### src/rtl/cfsd_pkg.sv
// Shared types and constants for the cartridge save flash device.
// Used by cfsd_cmd, cfsd_sweep, cfsd_store and cart_flash_save_device.
`timescale 1ns / 1ps
`default_nettype none

package cfsd_pkg;

    // Store geometry (powers of two)
    localparam int BANK_BYTES   = 65536;
    localparam int SECTOR_BYTES = 4096;
    localparam int PAGE_BYTES   = 128;
    localparam int STORE_BYTES  = 2 * BANK_BYTES;

    localparam int BANK_W = $clog2(BANK_BYTES);
    localparam int SECT_W = $clog2(SECTOR_BYTES);
    localparam int IDX_W  = $clog2(STORE_BYTES);
    localparam int PAGE_W = 8;

    // Bus constants
    localparam logic [15:0] ADDR_CMD    = 16'h5555;
    localparam logic [15:0] ADDR_UNLOCK = 16'h2AAA;
    localparam logic [7:0]  DATA_UNLOCK1 = 8'hAA;
    localparam logic [7:0]  DATA_UNLOCK2 = 8'h55;
    localparam logic [7:0]  CMD_ID_ENTRY = 8'h90;
    localparam logic [7:0]  CMD_ID_EXIT  = 8'hF0;
    localparam logic [7:0]  CMD_PROGRAM  = 8'hA0;
    localparam logic [7:0]  CMD_ERASE    = 8'h80;
    localparam logic [7:0]  CMD_SECTOR   = 8'h30;
    localparam logic [7:0]  CMD_BANK     = 8'hB0;
    localparam logic [7:0]  ERASED_BYTE  = 8'hFF;

    // Configuration register indexes
    localparam logic [1:0] REG_MAKER_CODE = 2'd0;
    localparam logic [1:0] REG_PART_CODE  = 2'd1;
    localparam logic [1:0] REG_PAGE_MODE  = 2'd2;
    localparam logic [1:0] REG_TWO_BANKS  = 2'd3;

    localparam logic [7:0] MAKER_CODE_RST = 8'hBF;
    localparam logic [7:0] PART_CODE_RST  = 8'h00;

    typedef enum logic [2:0] {
        MODE_NORMAL = 3'd0,
        MODE_ID     = 3'd1,
        MODE_PROG   = 3'd2,
        MODE_ERASE  = 3'd3,
        MODE_BANK   = 3'd4,
        MODE_PAGE   = 3'd5
    } mode_t;

    typedef enum logic [1:0] {
        UNLOCK_IDLE = 2'd0,
        UNLOCK_AA   = 2'd1,
        UNLOCK_55   = 2'd2
    } unlock_t;

    typedef enum logic [2:0] {
        ST_CLEAR = 3'd0,
        ST_IDLE  = 3'd1,
        ST_EXEC  = 3'd2,
        ST_ERASE = 3'd3,
        ST_RESP  = 3'd4
    } state_t;

    // Store actions requested by the command tracker
    typedef struct packed {
        logic prog;
        logic erase;
    } cmd_act_t;

endpackage

`default_nettype wire

### src/rtl/cfsd_cmd.sv
// Command tracker: unlock sequence, command mode, bank bit, page counter.
// Steps once per bus write; depends on cfsd_pkg.
`timescale 1ns / 1ps
`default_nettype none

module cfsd_cmd
    import cfsd_pkg::*;
(
    input  wire logic        clk,
    input  wire logic        rst_n,
    input  wire logic        step,
    input  wire logic [15:0] address,
    input  wire logic [7:0]  write_data,
    input  wire logic        page_mode,
    input  wire logic        two_banks,
    output mode_t            mode,
    output logic             bank,
    output cmd_act_t         act
);

    unlock_t           unlock_reg, unlock_next;
    mode_t             mode_reg, mode_next;
    logic              bank_reg, bank_next;
    logic [PAGE_W-1:0] left_reg, left_next;
    logic              at_cmd;

    always_ff @(posedge clk or negedge rst_n)
    begin
        if (!rst_n)
        begin
            unlock_reg <= UNLOCK_IDLE;
            mode_reg   <= MODE_NORMAL;
            bank_reg   <= 1'b0;
            left_reg   <= '0;
        end
        else
        begin
            unlock_reg <= unlock_next;
            mode_reg   <= mode_next;
            bank_reg   <= bank_next;
            left_reg   <= left_next;
        end
    end

    assign at_cmd = (address == ADDR_CMD);

    always_comb
    begin
        unlock_next = unlock_reg;
        mode_next   = mode_reg;
        bank_next   = bank_reg;
        left_next   = left_reg;
        act         = '0;
        if (step)
        begin
            if (mode_reg == MODE_PROG)
            begin
                act.prog    = 1'b1;
                mode_next   = MODE_NORMAL;
                unlock_next = UNLOCK_IDLE;
            end
            else if (mode_reg == MODE_PAGE)
            begin
                act.prog = 1'b1;
                if (left_reg == '0)
                begin
                    mode_next = MODE_NORMAL;
                end
                else
                begin
                    left_next = left_reg - 1'b1;
                end
                unlock_next = UNLOCK_IDLE;
            end
            else if (mode_reg == MODE_BANK)
            begin
                if (address == '0)
                begin
                    bank_next = write_data[0];
                end
                mode_next   = MODE_NORMAL;
                unlock_next = UNLOCK_IDLE;
            end
            else
            begin
                case (unlock_reg)
                    UNLOCK_IDLE:
                    begin
                        if (at_cmd && write_data == DATA_UNLOCK1)
                        begin
                            unlock_next = UNLOCK_AA;
                        end
                        else if (write_data == CMD_ID_EXIT &&
                                 (mode_reg == MODE_ID || mode_reg == MODE_ERASE))
                        begin
                            mode_next = MODE_NORMAL;
                        end
                    end
                    UNLOCK_AA:
                    begin
                        unlock_next = (address == ADDR_UNLOCK && write_data == DATA_UNLOCK2)
                                      ? UNLOCK_55 : UNLOCK_IDLE;
                    end
                    default:
                    begin
                        unlock_next = UNLOCK_IDLE;
                        // An armed erase is consumed by this unlock either way
                        if (mode_reg == MODE_ERASE)
                        begin
                            mode_next = MODE_NORMAL;
                            if (write_data == CMD_SECTOR)
                            begin
                                act.erase = 1'b1;
                            end
                        end
                        if (!act.erase && at_cmd)
                        begin
                            case (write_data)
                                CMD_ID_ENTRY: mode_next = MODE_ID;
                                CMD_ID_EXIT:  mode_next = MODE_NORMAL;
                                CMD_PROGRAM:
                                begin
                                    if (page_mode)
                                    begin
                                        mode_next = MODE_PAGE;
                                        left_next = PAGE_W'(PAGE_BYTES - 1);
                                    end
                                    else
                                    begin
                                        mode_next = MODE_PROG;
                                    end
                                end
                                CMD_ERASE:
                                begin
                                    if (!page_mode)
                                    begin
                                        mode_next = MODE_ERASE;
                                    end
                                end
                                CMD_BANK:
                                begin
                                    if (two_banks)
                                    begin
                                        mode_next = MODE_BANK;
                                    end
                                end
                                default: ;
                            endcase
                        end
                    end
                endcase
            end
        end
    end

    assign mode = mode_reg;
    assign bank = bank_reg & two_banks;

endmodule

`default_nettype wire

### config.mk
export PLATFORM = sky130hd
export DESIGN_NAME = cfsd_cmd
export DESIGN_NICKNAME = d
export VERILOG_FILES = /design/src/rtl/cfsd_pkg.sv /design/src/rtl/cfsd_cmd.sv
export SDC_FILE = /design/constraint.sdc
export NUM_CORES = 1
export LEC_CHECK = 0
export BUFFER_PORTS_ARGS = -buffer_cell sky130_fd_sc_hd__buf_4
export CORE_ASPECT_RATIO = 0.8
export CORE_MARGIN = 2
export CORE_UTILIZATION = 35
export DETAILED_ROUTE_END_ITERATION = 7
export PLACE_DENSITY_LB_ADDON = 0.08
export SLEW_MARGIN = 20
export SYNTH_ARGS = -nofsm -noshare
export SYNTH_HDL_FRONTEND = slang
export SYNTH_SLANG_ARGS = --single-unit
### constraint.sdc
create_clock -name clk -period 2.33 [get_ports clk]
set_clock_uncertainty 0.15 [all_clocks]
set_input_delay 0 -clock clk [delete_from_list [all_inputs] [get_ports clk]]
set_output_delay 0 -clock clk [all_outputs]
set_load 0.05 [all_outputs]
==> qor.csv <==
metric;value;unit
Final GP Congestion;0.8369;
Pwr Density;339.3;mW/mm2
FF+latch count, synth;14;
final setup fails;0;
slowest stage delay, CP;0.55;ns
vias in the first global route;1219;
relative slew slack;0.5502;
FILL cells;288;
Slew @ Worst Pin;0.6725;ns
Ant. Diodes;0;
Die W;69.26;um
fin nets;223;
multi-input logic area;832.0;um2
routed wl met3;142;um
commonest non-fill, non-tap cell in the layout;buf_4;
detailed-route wire length per cell;14.50;um
highest routed layer;met4;
Initial DRC Count;59;
sequential cell area fraction in the yosys report;0.2938;
global-route wire length before repair;5.651;mm
port bufs;34;
Total GRT Usage;0.1790;
ys async rst share;1.000;
htree depth;1;
CP Max Fanout;9;
worst hold path type;primary input to flip-flop;
Clock Latency Late Sink;0.24;ns
routed wl met2;1.458;mm
synth unique cells;51;
core area;0.003176;mm2
Leakage;0.0007251;uW
RSZ-0062 raised after global routing;false;
Final min period;2.202;ns
Synth Flop Type;dfrtp_1;
Post-route DRC;0;
Reg area;352.8;um2
worst path bufs/invs;1;
CP Cell Sequence;and2b_2 > or2_2 > o21ai_1 > and2_1 > o22ai_1 > dlygate4sd3_1;
Post-synth EDFFs;0;
initial antenna violation count;0;
detailed placer's ending HPWL;2.697;mm
M1 wire length;1.749;mm
Synth Cell Area;0.001192;mm2
clock slew at reported path FFs;0.06;ns
Top Family by Delay on Critical Path;simple AND/OR/NAND/NOR gates;
max_cap viols;0;
pin count of the biggest net entering global routing;15;
I/O pins;35;
clock sinks;14;
pre-CTS WS;0.1395;ns
Synthesized Nets;172;
share of post-route cells with drive strength above 1;0.3698;
Final Hold Fails;0;
WP data required;2.31;ns
num rows;18;
CTS root buf;clkbuf_8;
fin worst setup slack;0.1282;ns
status;finished clean;
Num CTS Buffers;3;
Pwr Total;579.4;uW
commonest non-fill, non-tap cells in the layout;buf_4, nor2_1, dfrtp_1;
area of the die;0.003892;mm2
Initial Util;0.3755;
Die H;56.21;um
Routed Antenna Nets;0;
Syn. warnings;0;
final wirelength;3.364;mm
area grow syn2layout;43.23;%
peak supply drop;0.2979;mV
Setup CP Type;flip-flop to flip-flop;
crit start category;flip-flop;
vias per cell;5.556;
cells after synthesis;142;
CTS max path bufs;2;
final worst path period share;0.9450;
slowest CP cell;dlygate4sd3_1;
TNS Setup;0;ns
first-pass iteration count of the detailed router;4;
total congestion overflow;0;
CTS tree;yes;
max reg flops;8;
max frequency;0.4542;GHz
final max-slew violation count;0;
via count;1289;
Avg Cell Area, Syn;8.397;um2
CP Capture Type;flip-flop;
Data arrival, critical path;2.18;ns
[metal layers]
metal  GRT usage  vias to the layer above
li1            -                      644
met1      0.2682                      608
met2      0.2637                       35
met3     0.04348                        2
met4     0.02521                        0
met5           0                        -
[synthesized netlist by cell type, drive strengths merged (2+ instances only)]
library cell   n  area (um2)
o31ai          3       36.28
nand4b         2       17.52
nor3           7       35.03
nor2          13       48.80
o22ai          3       18.77
or2b           2       15.01
inv            8       30.03
or3b           2       17.52
or4bb          2       22.52
buf            2       12.51
o41ai          2       17.52
and3b          2       17.52
nor4           5       37.53
or3            3       23.77
nand2          7       26.28
xnor2          2       17.52
o22a           2       20.02
dfrtp         14       350.3
nand4          4       25.02
and3           2       13.77
and2           6       40.04
nor2b          2       12.51
a31oi          6       37.54
nand3          5       25.02
o21ai          6       30.03
or4            4       41.29
a21oi          9       56.31
a22oi          2       15.01
[kinds of logic (layout without fill, tap and decap cells)]
family	count (synthesis)	count (layout)	synth area share
and+or+nand+nor	74	74	0.3925
AOI/OAI and AO/OA	39	39	0.2403
adders and majority gates	1	1	0.01049
muxes	1	1	0.009443
buffers and inverters	11	61	0.03882
DFF	14	14	0.2938
xor gates and xnor gates	2	2	0.01469
[worst register-to-register path, stage by stage (launching register included)]
cell and delay [ns]:
dfrtp_2 0.44, and2b_2 0.28, or2_2 0.35, o21ai_1 0.13, and2_1 0.13, o22ai_1 0.07, dlygate4sd3_1 0.55
[power breakdown]
part	leakage [uW]	total, uW	switching, uW	internal (uW)
combinational	0.000510	97.7	43.3	54.3
clock	0.0000288	236	86.4	150
sequential	0.000187	246	1.05	245
[stage by stage]
| step | util | cells | instance area (um2) | hold slack, ns |
|---|---|---|---|---|
| 3_3_place_gp | 0.4771 | 217 | 1515 | -0.2873 |
| 2_1_floorplan | - | 142 | 1196 | -0.4456 |
| 5_1_grt | 0.5378 | 232 | 1708 | 0.02395 |
| 4_1_cts | 0.5197 | 229 | 1650 | 0.003813 |
| 6_report | 0.5378 | 232 | 1708 | 0.008190 |
| 3_5_place_dp | 0.4771 | 217 | 1515 | -0.2838 |
[final timing paths]
kind                        startpoint            end  slack (ns)  cells after the start
max                            mode[1]  unlock_reg[1]        0.13                      6
min                         address[4]       bank_reg       0.008                      4
max reg2reg                    mode[1]  unlock_reg[1]        0.13                      6
min reg2reg                left_reg[0]    left_reg[0]        0.35                      1
max in group asynchronous        rst_n        mode[1]        0.84                      3
min in group asynchronous        rst_n        mode[0]        0.72                      3
[final cells by class]
class / instances / share of cell area
Timing Repair Buffer: 49 / 0.2271
Sequential cell: 14 / 0.2066
Multi-Input combinational cell: 117 / 0.4872
Tap cell: 40 / 0.02930
Clock buffer: 4 / 0.03223
Inverter: 8 / 0.01758
[repair_timing]
item / in CTS / in global routing
setup buffers: 0 / 3
resized for setup: 0 / 7
endpoints found under the hold margin: 18 / 0
hold buffers: 8 / 0
setup endpoints to repair: 0 / 2
Note: power is estimated with default switching activity, not from simulation.
