[config.mk]
export PLATFORM = sky130hd
export DESIGN_NAME = cfsd_sweep
export DESIGN_NICKNAME = d
export VERILOG_FILES = /design/src/rtl/cfsd_pkg.sv /design/src/rtl/cfsd_sweep.sv
export SDC_FILE = /design/constraint.sdc
export NUM_CORES = 1
export LEC_CHECK = 0
export BUFFER_PORTS_ARGS = -buffer_cell sky130_fd_sc_hd__buf_2
export CORE_ASPECT_RATIO = 1.2
export CORE_MARGIN = 2
export CORE_UTILIZATION = 52
export CTS_BUF_LIST = sky130_fd_sc_hd__clkbuf_16
export CTS_CLUSTER_DIAMETER = 60
export DETAILED_ROUTE_END_ITERATION = 12
export GPL_TIMING_DRIVEN = 0
export PLACE_DENSITY = 0.79
export SYNTH_ARGS = -nofsm -noshare
export SYNTH_HDL_FRONTEND = slang
export SYNTH_SLANG_ARGS = --single-unit
[constraint.sdc]
create_clock -name clk -period 2.1 [get_ports clk]
set_input_delay 0.105 -clock clk [delete_from_list [all_inputs] [get_ports clk]]
set_output_delay 0.105 -clock clk [all_outputs]
set_load 0.01 [all_outputs]
[src/rtl/cfsd_pkg.sv]
// Shared types and constants for the cartridge save flash device.
// Used by cfsd_cmd, cfsd_sweep, cfsd_store and cart_flash_save_device.
`timescale 1ns / 1ps
`default_nettype none

package cfsd_pkg;

    // Store geometry (powers of two)
    localparam int BANK_BYTES   = 65536;
    localparam int SECTOR_BYTES = 4096;
    localparam int PAGE_BYTES   = 128;
    localparam int STORE_BYTES  = 2 * BANK_BYTES;

    localparam int BANK_W = $clog2(BANK_BYTES);
    localparam int SECT_W = $clog2(SECTOR_BYTES);
    localparam int IDX_W  = $clog2(STORE_BYTES);
    localparam int PAGE_W = 8;

    // Bus constants
    localparam logic [15:0] ADDR_CMD    = 16'h5555;
    localparam logic [15:0] ADDR_UNLOCK = 16'h2AAA;
    localparam logic [7:0]  DATA_UNLOCK1 = 8'hAA;
    localparam logic [7:0]  DATA_UNLOCK2 = 8'h55;
    localparam logic [7:0]  CMD_ID_ENTRY = 8'h90;
    localparam logic [7:0]  CMD_ID_EXIT  = 8'hF0;
    localparam logic [7:0]  CMD_PROGRAM  = 8'hA0;
    localparam logic [7:0]  CMD_ERASE    = 8'h80;
    localparam logic [7:0]  CMD_SECTOR   = 8'h30;
    localparam logic [7:0]  CMD_BANK     = 8'hB0;
    localparam logic [7:0]  ERASED_BYTE  = 8'hFF;

    // Configuration register indexes
    localparam logic [1:0] REG_MAKER_CODE = 2'd0;
    localparam logic [1:0] REG_PART_CODE  = 2'd1;
    localparam logic [1:0] REG_PAGE_MODE  = 2'd2;
    localparam logic [1:0] REG_TWO_BANKS  = 2'd3;

    localparam logic [7:0] MAKER_CODE_RST = 8'hBF;
    localparam logic [7:0] PART_CODE_RST  = 8'h00;

    typedef enum logic [2:0] {
        MODE_NORMAL = 3'd0,
        MODE_ID     = 3'd1,
        MODE_PROG   = 3'd2,
        MODE_ERASE  = 3'd3,
        MODE_BANK   = 3'd4,
        MODE_PAGE   = 3'd5
    } mode_t;

    typedef enum logic [1:0] {
        UNLOCK_IDLE = 2'd0,
        UNLOCK_AA   = 2'd1,
        UNLOCK_55   = 2'd2
    } unlock_t;

    typedef enum logic [2:0] {
        ST_CLEAR = 3'd0,
        ST_IDLE  = 3'd1,
        ST_EXEC  = 3'd2,
        ST_ERASE = 3'd3,
        ST_RESP  = 3'd4
    } state_t;

    // Store actions requested by the command tracker
    typedef struct packed {
        logic prog;
        logic erase;
    } cmd_act_t;

endpackage

`default_nettype wire

[src/rtl/cfsd_sweep.sv]
// Address sweep unit: walks a run of store bytes, one per cycle.
// Serves the clearing pass after reset and every sector erase. Depends on cfsd_pkg.
`timescale 1ns / 1ps
`default_nettype none

module cfsd_sweep
    import cfsd_pkg::*;
(
    input  wire logic             clk,
    input  wire logic             rst_n,
    input  wire logic             start,
    input  wire logic [IDX_W-1:0] base,
    input  wire logic [IDX_W-1:0] len_m1,
    output logic                  busy,
    output logic                  last,
    output logic      [IDX_W-1:0] addr
);

    logic             busy_reg, busy_next;
    logic [IDX_W-1:0] addr_reg, addr_next;
    logic [IDX_W-1:0] left_reg, left_next;

    // Out of reset the unit already runs the clearing pass over the whole store
    always_ff @(posedge clk or negedge rst_n)
    begin
        if (!rst_n)
        begin
            busy_reg <= 1'b1;
            addr_reg <= '0;
            left_reg <= IDX_W'(STORE_BYTES - 1);
        end
        else
        begin
            busy_reg <= busy_next;
            addr_reg <= addr_next;
            left_reg <= left_next;
        end
    end

    always_comb
    begin
        busy_next = busy_reg;
        addr_next = addr_reg;
        left_next = left_reg;
        if (start)
        begin
            busy_next = 1'b1;
            addr_next = base;
            left_next = len_m1;
        end
        else if (busy_reg)
        begin
            addr_next = addr_reg + 1'b1;
            left_next = left_reg - 1'b1;
            if (left_reg == '0)
            begin
                busy_next = 1'b0;
            end
        end
    end

    assign busy = busy_reg;
    assign last = busy_reg && (left_reg == '0);
    assign addr = addr_reg;

endmodule

`default_nettype wire

==> impl_metrics.py, run 1 <==
metrics = {
    "power_and_ir_drop": {
        "clock_power_share_pct": 36.0,
        "cellLeakagePower_nw": 1.091,
        "seqPwrFrac_pct": 46.0,
        "switchingPower_w": 0.0005428,
        "switching_share_pct": 28.50,
        "p_per_area_mw_per_mm2": 750.2,
        "peakVddDrop_mv": 0.5367,
        "internal_power_w": 0.001362,
        "pwr-share-comb_pct": 18.0,
    },
    "sta": {
        "max_freq_mhz": 578.0,
        "finalHoldViolCount": 0,
        "tns_ns": 0,
        "worst_slew_margin_rel_pct": 49.01,
        "fin_crit_ns": 1.730,
        "maxSlewViolCount": 0,
        "rsz0062_at_grt": "false",
        "setup_viol": 0,
        "post-route-period-util_pct": 82.38,
        "fin_skew_ns": 0.001791,
        "tightest_slew_ns": 0.7648,
        "setup_slack_ns": 0.3700,
    },
    "drt": {
        "final_antenna_net_count": 0,
        "viasPerCell": 5.254,
        "drc": 0,
        "vias": 1760,
        "wire_per_inst_um": 13.52,
        "drtPass1Iterations": 4,
        "wl_mm": 4.528,
        "drt_iter0_markers": 34,
    },
    "die": {
        "fp-row-count": 25,
        "core_mm2": 0.003847,
        "die_w_um": 61.31,
        "dieArea_mm2": 0.004462,
        "initial_utilization_pct": 53.27,
        "boundaryPins": 56,
        "die_y_um": 72.77,
    },
    "synthesis": {
        "syn-num-nets": 256,
        "synth_area_per_cell_um2": 9.445,
        "synth.distinct_cells": 42,
        "ys_warn_count": 0,
        "ys.flop_type": "dfstp_2",
        "synth_top_family_by_area": "simple AND/OR/NAND/NOR gates",
        "async_flop_share_pct": 100.0,
        "synthMuxAreaShare_pct": 0.9768,
        "mappedNetlistArea_mm2": 0.002049,
        "yosys.area.top_type_share_pct": 23.08,
        "synth_compound_area_share_pct": 11.60,
        "synth_xor_area_share_pct": 10.68,
        "synthAdderAreaFrac_pct": 1.221,
        "yosys.area_share.simple_pct": 28.45,
        "ys_top_cells_by_area": "dfstp_2, dfrtp_1, nand2_1",
        "yosysSeqAreaShare_pct": 43.83,
        "synth_edf_count": 0,
        "ys_ff_latch": 35,
        "yosysTopAreaCell": "dfstp_2",
        "synth_cells": 217,
    },
    "cts": {
        "clk_latency_ns": 0.28,
        "clkTransAtPathRegs_ns": 0.05,
        "cts_sinks": 35,
        "cts_repair_resize_count": 0,
        "cts_buffers": 5,
        "cts-root-buf": "clkbuf_16",
        "tritoncts": "yes",
        "clk_path_buf_depth": 2,
        "htreeDepth": 2,
    },
    "setup_path": {
        "cp.required_ns": 2.00,
        "cpMaxStageDelayCell": "dfstp_2",
        "reg2reg_slack_ns": 0.43,
        "cp-end-kind": "output pin",
        "crit_fanout": 4,
        "path_class": "reg2out",
        "critPathMaxStageDelay_ns": 0.38,
        "cp-start-kind": "flop",
        "cp.arrival_ns": 1.63,
        "critical-path-top-delay-family": "simple AND/OR/NAND/NOR gates",
        "path_buf_inv": 1,
        "worstPathCellList": "nor4_4, and3_2, nand3_1, nor2_1, buf_2",
    },
    "placement": {
        "dp.cells": 326,
        "gp_congestion": 0.8342,
        "io_buffers": 55,
        "hpwl_mm": 3.271,
        "dpl_worst_slack_ns": 0.4544,
    },
    "grt": {
        "grt_pass1_vias": 1643,
        "grt_usage_pct": 22.91,
        "antenna_found_initial": 0,
        "gr-total-overflow": 0,
        "grt_start_max_net_pins": 36,
        "grt_first_pass_wirelength_mm": 7.645,
    },
    "final_layout": {
        "nets": 319,
        "drive_above_1_share_pct": 33.10,
        "area_delta_synth_final_pct": 23.87,
        "num_antenna_cells": 0,
        "stdcell_count": 335,
        "finalCoreUtilization_pct": 65.98,
    },
    "flow_run": {
        "maxCapViolCount": 0,
    },
    "run_status": {
        "status": "completed",
    },
    "min_path": {
        "hold_class": "in2reg",
    },
}
placed cells by master, fill, tap and decap left out, types with 3 or more instances in the layout:
master     count
inv_1         11
dfrtp_1       17
nand2_1       37
nor4_1         5
clkbuf_1       6
a31oi_1        3
o31a_1         5
o21ai_0       27
dfstp_2       18
xnor2_1       13
nand3_1        7
xor2_1        12
nor3_1         6
clkbuf_16      5
nor2_1         8
nand4_1        5
nand2b_1       4
buf_2         57
through the flow:
| stage | power, W | hold WS (ns) | instance area, um2 |
|---|---|---|---|
| after floorplan | 0.001089 | -0.1906 | 2049 |
| after global placement | 0.001217 | 0.2257 | 2392 |
| after detailed placement | 0.001229 | 0.2316 | 2392 |
| after CTS | 0.001924 | 0.03043 | 2539 |
| after global routing | 0.002008 | 0.04227 | 2539 |
| final | 0.001905 | 0.03631 | 2539 |
what timing repair did:
| action | in CTS | in global routing |
|---|---|---|
| endpoints found under the setup margin | 0 | 0 |
| hold buffers | 1 | 0 |
| buffers inserted | 0 | 0 |
| hold endpoints to repair | 17 | 0 |
Yosys cell counts, types with 2 or more instances:
cell type / instances
nor2b_1: 2
inv_1: 8
nand2b_1: 4
nand3_2: 2
a31oi_1: 3
nor4_1: 5
clkbuf_1: 6
nand3_1: 7
nor2_1: 8
dfstp_2: 18
o21ai_0: 27
nor4_4: 2
o21ai_1: 2
xnor2_1: 13
a21o_1: 2
nor3_1: 6
ha_1: 2
dfrtp_1: 17
buf_2: 2
mux2i_1: 2
nand3b_1: 2
nand2_1: 37
and4_1: 2
o31a_1: 5
nand4_1: 5
xor2_1: 12
power groups by stage:
stage | clock network (W) | logic (W) | registers, W
2_1_floorplan | 0 | 0.000203 | 0.000886
3_3_place_gp | 0 | 0.000335 | 0.000882
3_5_place_dp | 0 | 0.000344 | 0.000885
4_1_cts | 0.000701 | 0.000348 | 0.000876
5_1_grt | 0.000729 | 0.000389 | 0.000890
6_report | 0.000686 | 0.000343 | 0.000876
worst paths after layout:
path,end,start,cells past startpoint
hold reg to reg,left_reg[3],left_reg[3],2
setup reg to reg,left_reg[16],left_reg[0],6
hold / removal,left_reg[2],len_m1[2],2
max in group asynchronous,addr[14],rst_n,2
min in group asynchronous,addr[0],rst_n,2
setup / recovery,last,left_reg[12],5
worst reg2reg max path, cell delays in order (launching register included):
cell	delay, ns
dfstp_2	0.39
inv_1	0.06
ha_1	0.20
and3b_1	0.28
nand2_1	0.14
o31a_1	0.26
o31a_1	0.27
cells by family (layout without fill, tap and decap cells):
group	after synthesis	count (layout)
AND/OR/NAND/NOR	95	95
AO/OA/AOI/OAI	41	41
adder cells (fa/ha/maj)	2	2
multiplexers	2	2
XOR/XNOR	25	25
flip-flops	35	35
buffers and inverters	17	81
cell type report:
type                       count  area, um2
fill                         327       1309
multi-input combinational    165       1085
sequential                    35      898.4
timing repair buffer          56      285.3
clock buffer                   5      125.1
tap                           54      67.56
buffer                         9      36.28
inverter                       8      30.03
clock inverter                 3      11.26
per-layer routing:
metal / up-vias / wire length (um) / part of all wire, % / global-route usage (%)
li1: 888 / - / - / -
met1: 825 / 1865 / 41 / 29.03
met2: 41 / 2380 / 53 / 38.42
met3: 6 / 232 / 5.1 / 5.851
met4: 0 / 48 / 1.1 / 5.797
met5: - / 0 / 0 / 0
Note: power is estimated with default switching activity, not from simulation.
==> run 2, diff against run 1 <==
--- a/config.mk
+++ b/config.mk
@@ -8,12 +8,12 @@
 export BUFFER_PORTS_ARGS = -buffer_cell sky130_fd_sc_hd__buf_2
 export CORE_ASPECT_RATIO = 1.2
 export CORE_MARGIN = 2
-export CORE_UTILIZATION = 52
+export CORE_UTILIZATION = 47
 export CTS_BUF_LIST = sky130_fd_sc_hd__clkbuf_16
 export CTS_CLUSTER_DIAMETER = 60
 export DETAILED_ROUTE_END_ITERATION = 12
 export GPL_TIMING_DRIVEN = 0
-export PLACE_DENSITY = 0.79
+export PLACE_DENSITY = 0.76
 export SYNTH_ARGS = -nofsm -noshare
 export SYNTH_HDL_FRONTEND = slang
 export SYNTH_SLANG_ARGS = --single-unit
==> constraint.sdc (replaced) <==
create_clock -name clk -period 1.5 [get_ports clk]
set_input_delay 0.075 -clock clk [delete_from_list [all_inputs] [get_ports clk]]
set_output_delay 0.075 -clock clk [all_outputs]
set_load 0.01 [all_outputs]
==> run 2 against run 1 <==
  * The run now ends with hold timing, setup timing left
  * Critical path type is now reg2reg
  * Core utilization is 1.1 points higher
  * Final area is 12% higher
  * Cell count is 5.1% higher
  * Sequential cell count stayed put
  * Non-clock buffer count is 16 higher
  * Global-route usage is 1.4 points lower
  * Sequential share of layout area is 3.7 points lower
  * Largest cell class unchanged
==> impl_metrics.py, run 2 (synthesized netlist as in run 1, its figures left out) <==
metrics = {
    "sta": {
        "tightest_slew_ns": 0.7838,
        "finalHoldViolCount": 3,
        "tns_ns": -0.4266,
        "fin_skew_ns": 0.006243,
        "maxSlewViolCount": 0,
        "worst_slew_margin_rel_pct": 47.75,
        "max_freq_mhz": 631.3,
        "setup_slack_ns": -0.08412,
        "fin_hold_ws_ns": -0.006375,
        "setup_viol": 9,
        "fin_crit_ns": 1.584,
        "rsz0062_at_grt": "true",
        "post-route-period-util_pct": 105.6,
    },
    "setup_path": {
        "cp.required_ns": 1.64,
        "crit_fanout": 8,
        "cp-end-kind": "flop",
        "worstPathCellList": "nand4_4, nor4_4, xnor2_1, o21ai_1",
        "path_buf_inv": 0,
        "cp.arrival_ns": 1.73,
        "cp-start-kind": "flop",
        "critPathMaxStageDelay_ns": 0.62,
        "cpMaxStageDelayCell": "dfstp_2",
        "critical-path-top-delay-family": "flip-flops",
        "path_class": "reg2reg",
    },
    "final_layout": {
        "layout_common_cells": "buf_2, nand2_1, o21ai_0",
        "num_antenna_cells": 0,
        "stdcell_count": 352,
        "final_common_cell": "buf_2",
        "nets": 335,
        "drive_above_1_share_pct": 42.23,
        "area_delta_synth_final_pct": 38.34,
        "design_area_mm2": 0.002835,
    },
    "flow_run": {
        "maxCapViolCount": 0,
    },
    "drt": {
        "final_antenna_net_count": 0,
        "wire_per_inst_um": 14.31,
        "vias": 1846,
        "drc": 0,
        "drt_iter0_markers": 49,
        "drtPass1Iterations": 4,
        "wl_mm": 5.038,
        "viasPerCell": 5.244,
    },
    "die": {
        "core_mm2": 0.004229,
        "fp-row-count": 26,
        "initial_utilization_pct": 48.46,
        "dieArea_mm2": 0.004907,
        "die_w_um": 64.28,
        "die_y_um": 76.34,
        "boundaryPins": 56,
    },
    "cts": {
        "cts-root-buf": "clkbuf_16",
        "clkTransAtPathRegs_ns": 0.05,
        "htreeDepth": 2,
        "clk_path_buf_depth": 2,
        "clk_latency_ns": 0.28,
        "tritoncts": "yes",
        "cts_sinks": 35,
        "cts_buffers": 5,
    },
    "grt": {
        "grt_first_pass_wirelength_mm": 8.431,
        "antenna_found_initial": 0,
        "grt_pass1_vias": 1806,
        "grt_start_max_net_pins": 36,
        "grt_usage_pct": 21.55,
        "gr-total-overflow": 0,
    },
    "power_and_ir_drop": {
        "seqPwrFrac_pct": 44.1,
        "p_per_area_mw_per_mm2": 986.6,
        "switching_share_pct": 29.63,
        "internal_power_w": 0.001968,
        "peakVddDrop_mv": 0.9535,
        "pwr-share-comb_pct": 21.2,
        "clock_power_share_pct": 34.6,
        "switchingPower_w": 0.0008290,
        "cellLeakagePower_nw": 1.219,
    },
    "placement": {
        "io_buffers": 55,
        "hpwl_mm": 3.260,
        "dp.cells": 328,
        "gp_congestion": 0.7862,
        "placed_cell_area_mm2": 0.002399,
    },
    "run_status": {
        "status": "finished, violations left",
        "violations": "hold timing, setup timing",
    },
    "min_path": {
        "hold_class": "in2reg",
    },
}
## run 2: power groups by stage
stage                     Clock [W]  Combinational, W  Sequential, W
after CTS                  0.000988          0.000566        0.00123
after global routing        0.00103          0.000660        0.00125
after detailed placement          0          0.000480        0.00124
after global placement            0          0.000471        0.00124
final                      0.000969          0.000594        0.00123
after floorplan                   0          0.000286        0.00124
## run 2: layout make-up
type | count | area [um2]
clock buffers | 5 | 125.1
fillers | 340 | 1394
well taps | 56 | 70.07
multi-input cells | 165 | 1231
inverters | 8 | 30.03
clock inverters | 2 | 8.758
flip-flops and latches | 35 | 899.6
plain buffers | 9 | 41.29
repair buffers | 72 | 429.2
## run 2: per-layer routing
layer  wire length (um)  part of all wire, %  vias up  global-route usage [%]
met5                  0                    0        -                       0
met4                 48                 0.95        0                   5.745
met3                258                  5.1        6                   5.465
met2               2608                   52       46                   36.77
met1               2122                   42      875                   26.92
li1                   -                    -      919                       -
## run 2: what timing repair did
item                       CTS  global route
pin swaps                    9             7
hold endpoints to repair    20             1
buffers inserted             9             3
resized for setup           20            22
setup endpoints to repair   19            22
hold buffers                 4             1
## run 2: tightest hold or removal path: cells and delay by family
| family | cells | cell delay [ns] |
|---|---|---|
| AOI/OAI and AO/OA | 1 | 0.05 |
| buffers and inverters | 1 | 0.10 |
| and+or+nand+nor | 1 | 0.05 |
## run 2: worst paths after layout
kind                                  start  slack [ns]     endpoint  cells past startpoint
max in group asynchronous             rst_n        0.55      addr[0]                      2
worst min register to register  left_reg[3]        0.60  left_reg[3]                      2
worst max-delay path                   busy       -0.08     addr[13]                      4
min in group asynchronous             rst_n        0.42      addr[0]                      2
worst max register to register         busy       -0.08     addr[13]                      4
worst min-delay path              len_m1[5]      -0.006  left_reg[5]                      3
## run 2: through the flow
stage | util, % | hold WS [ns] | setup slack (ns) | power (W)
floorplan | - | -0.2206 | 0.007708 | 0.001526
global placement | 56.72 | 0.1917 | -0.1690 | 0.001707
detailed placement | 56.72 | 0.1994 | -0.1615 | 0.001719
CTS | 64.41 | 0.0005286 | -0.05419 | 0.002786
global route | 67.04 | 0.0007857 | -0.1517 | 0.002945
finish | 67.04 | -0.006375 | -0.08412 | 0.002797
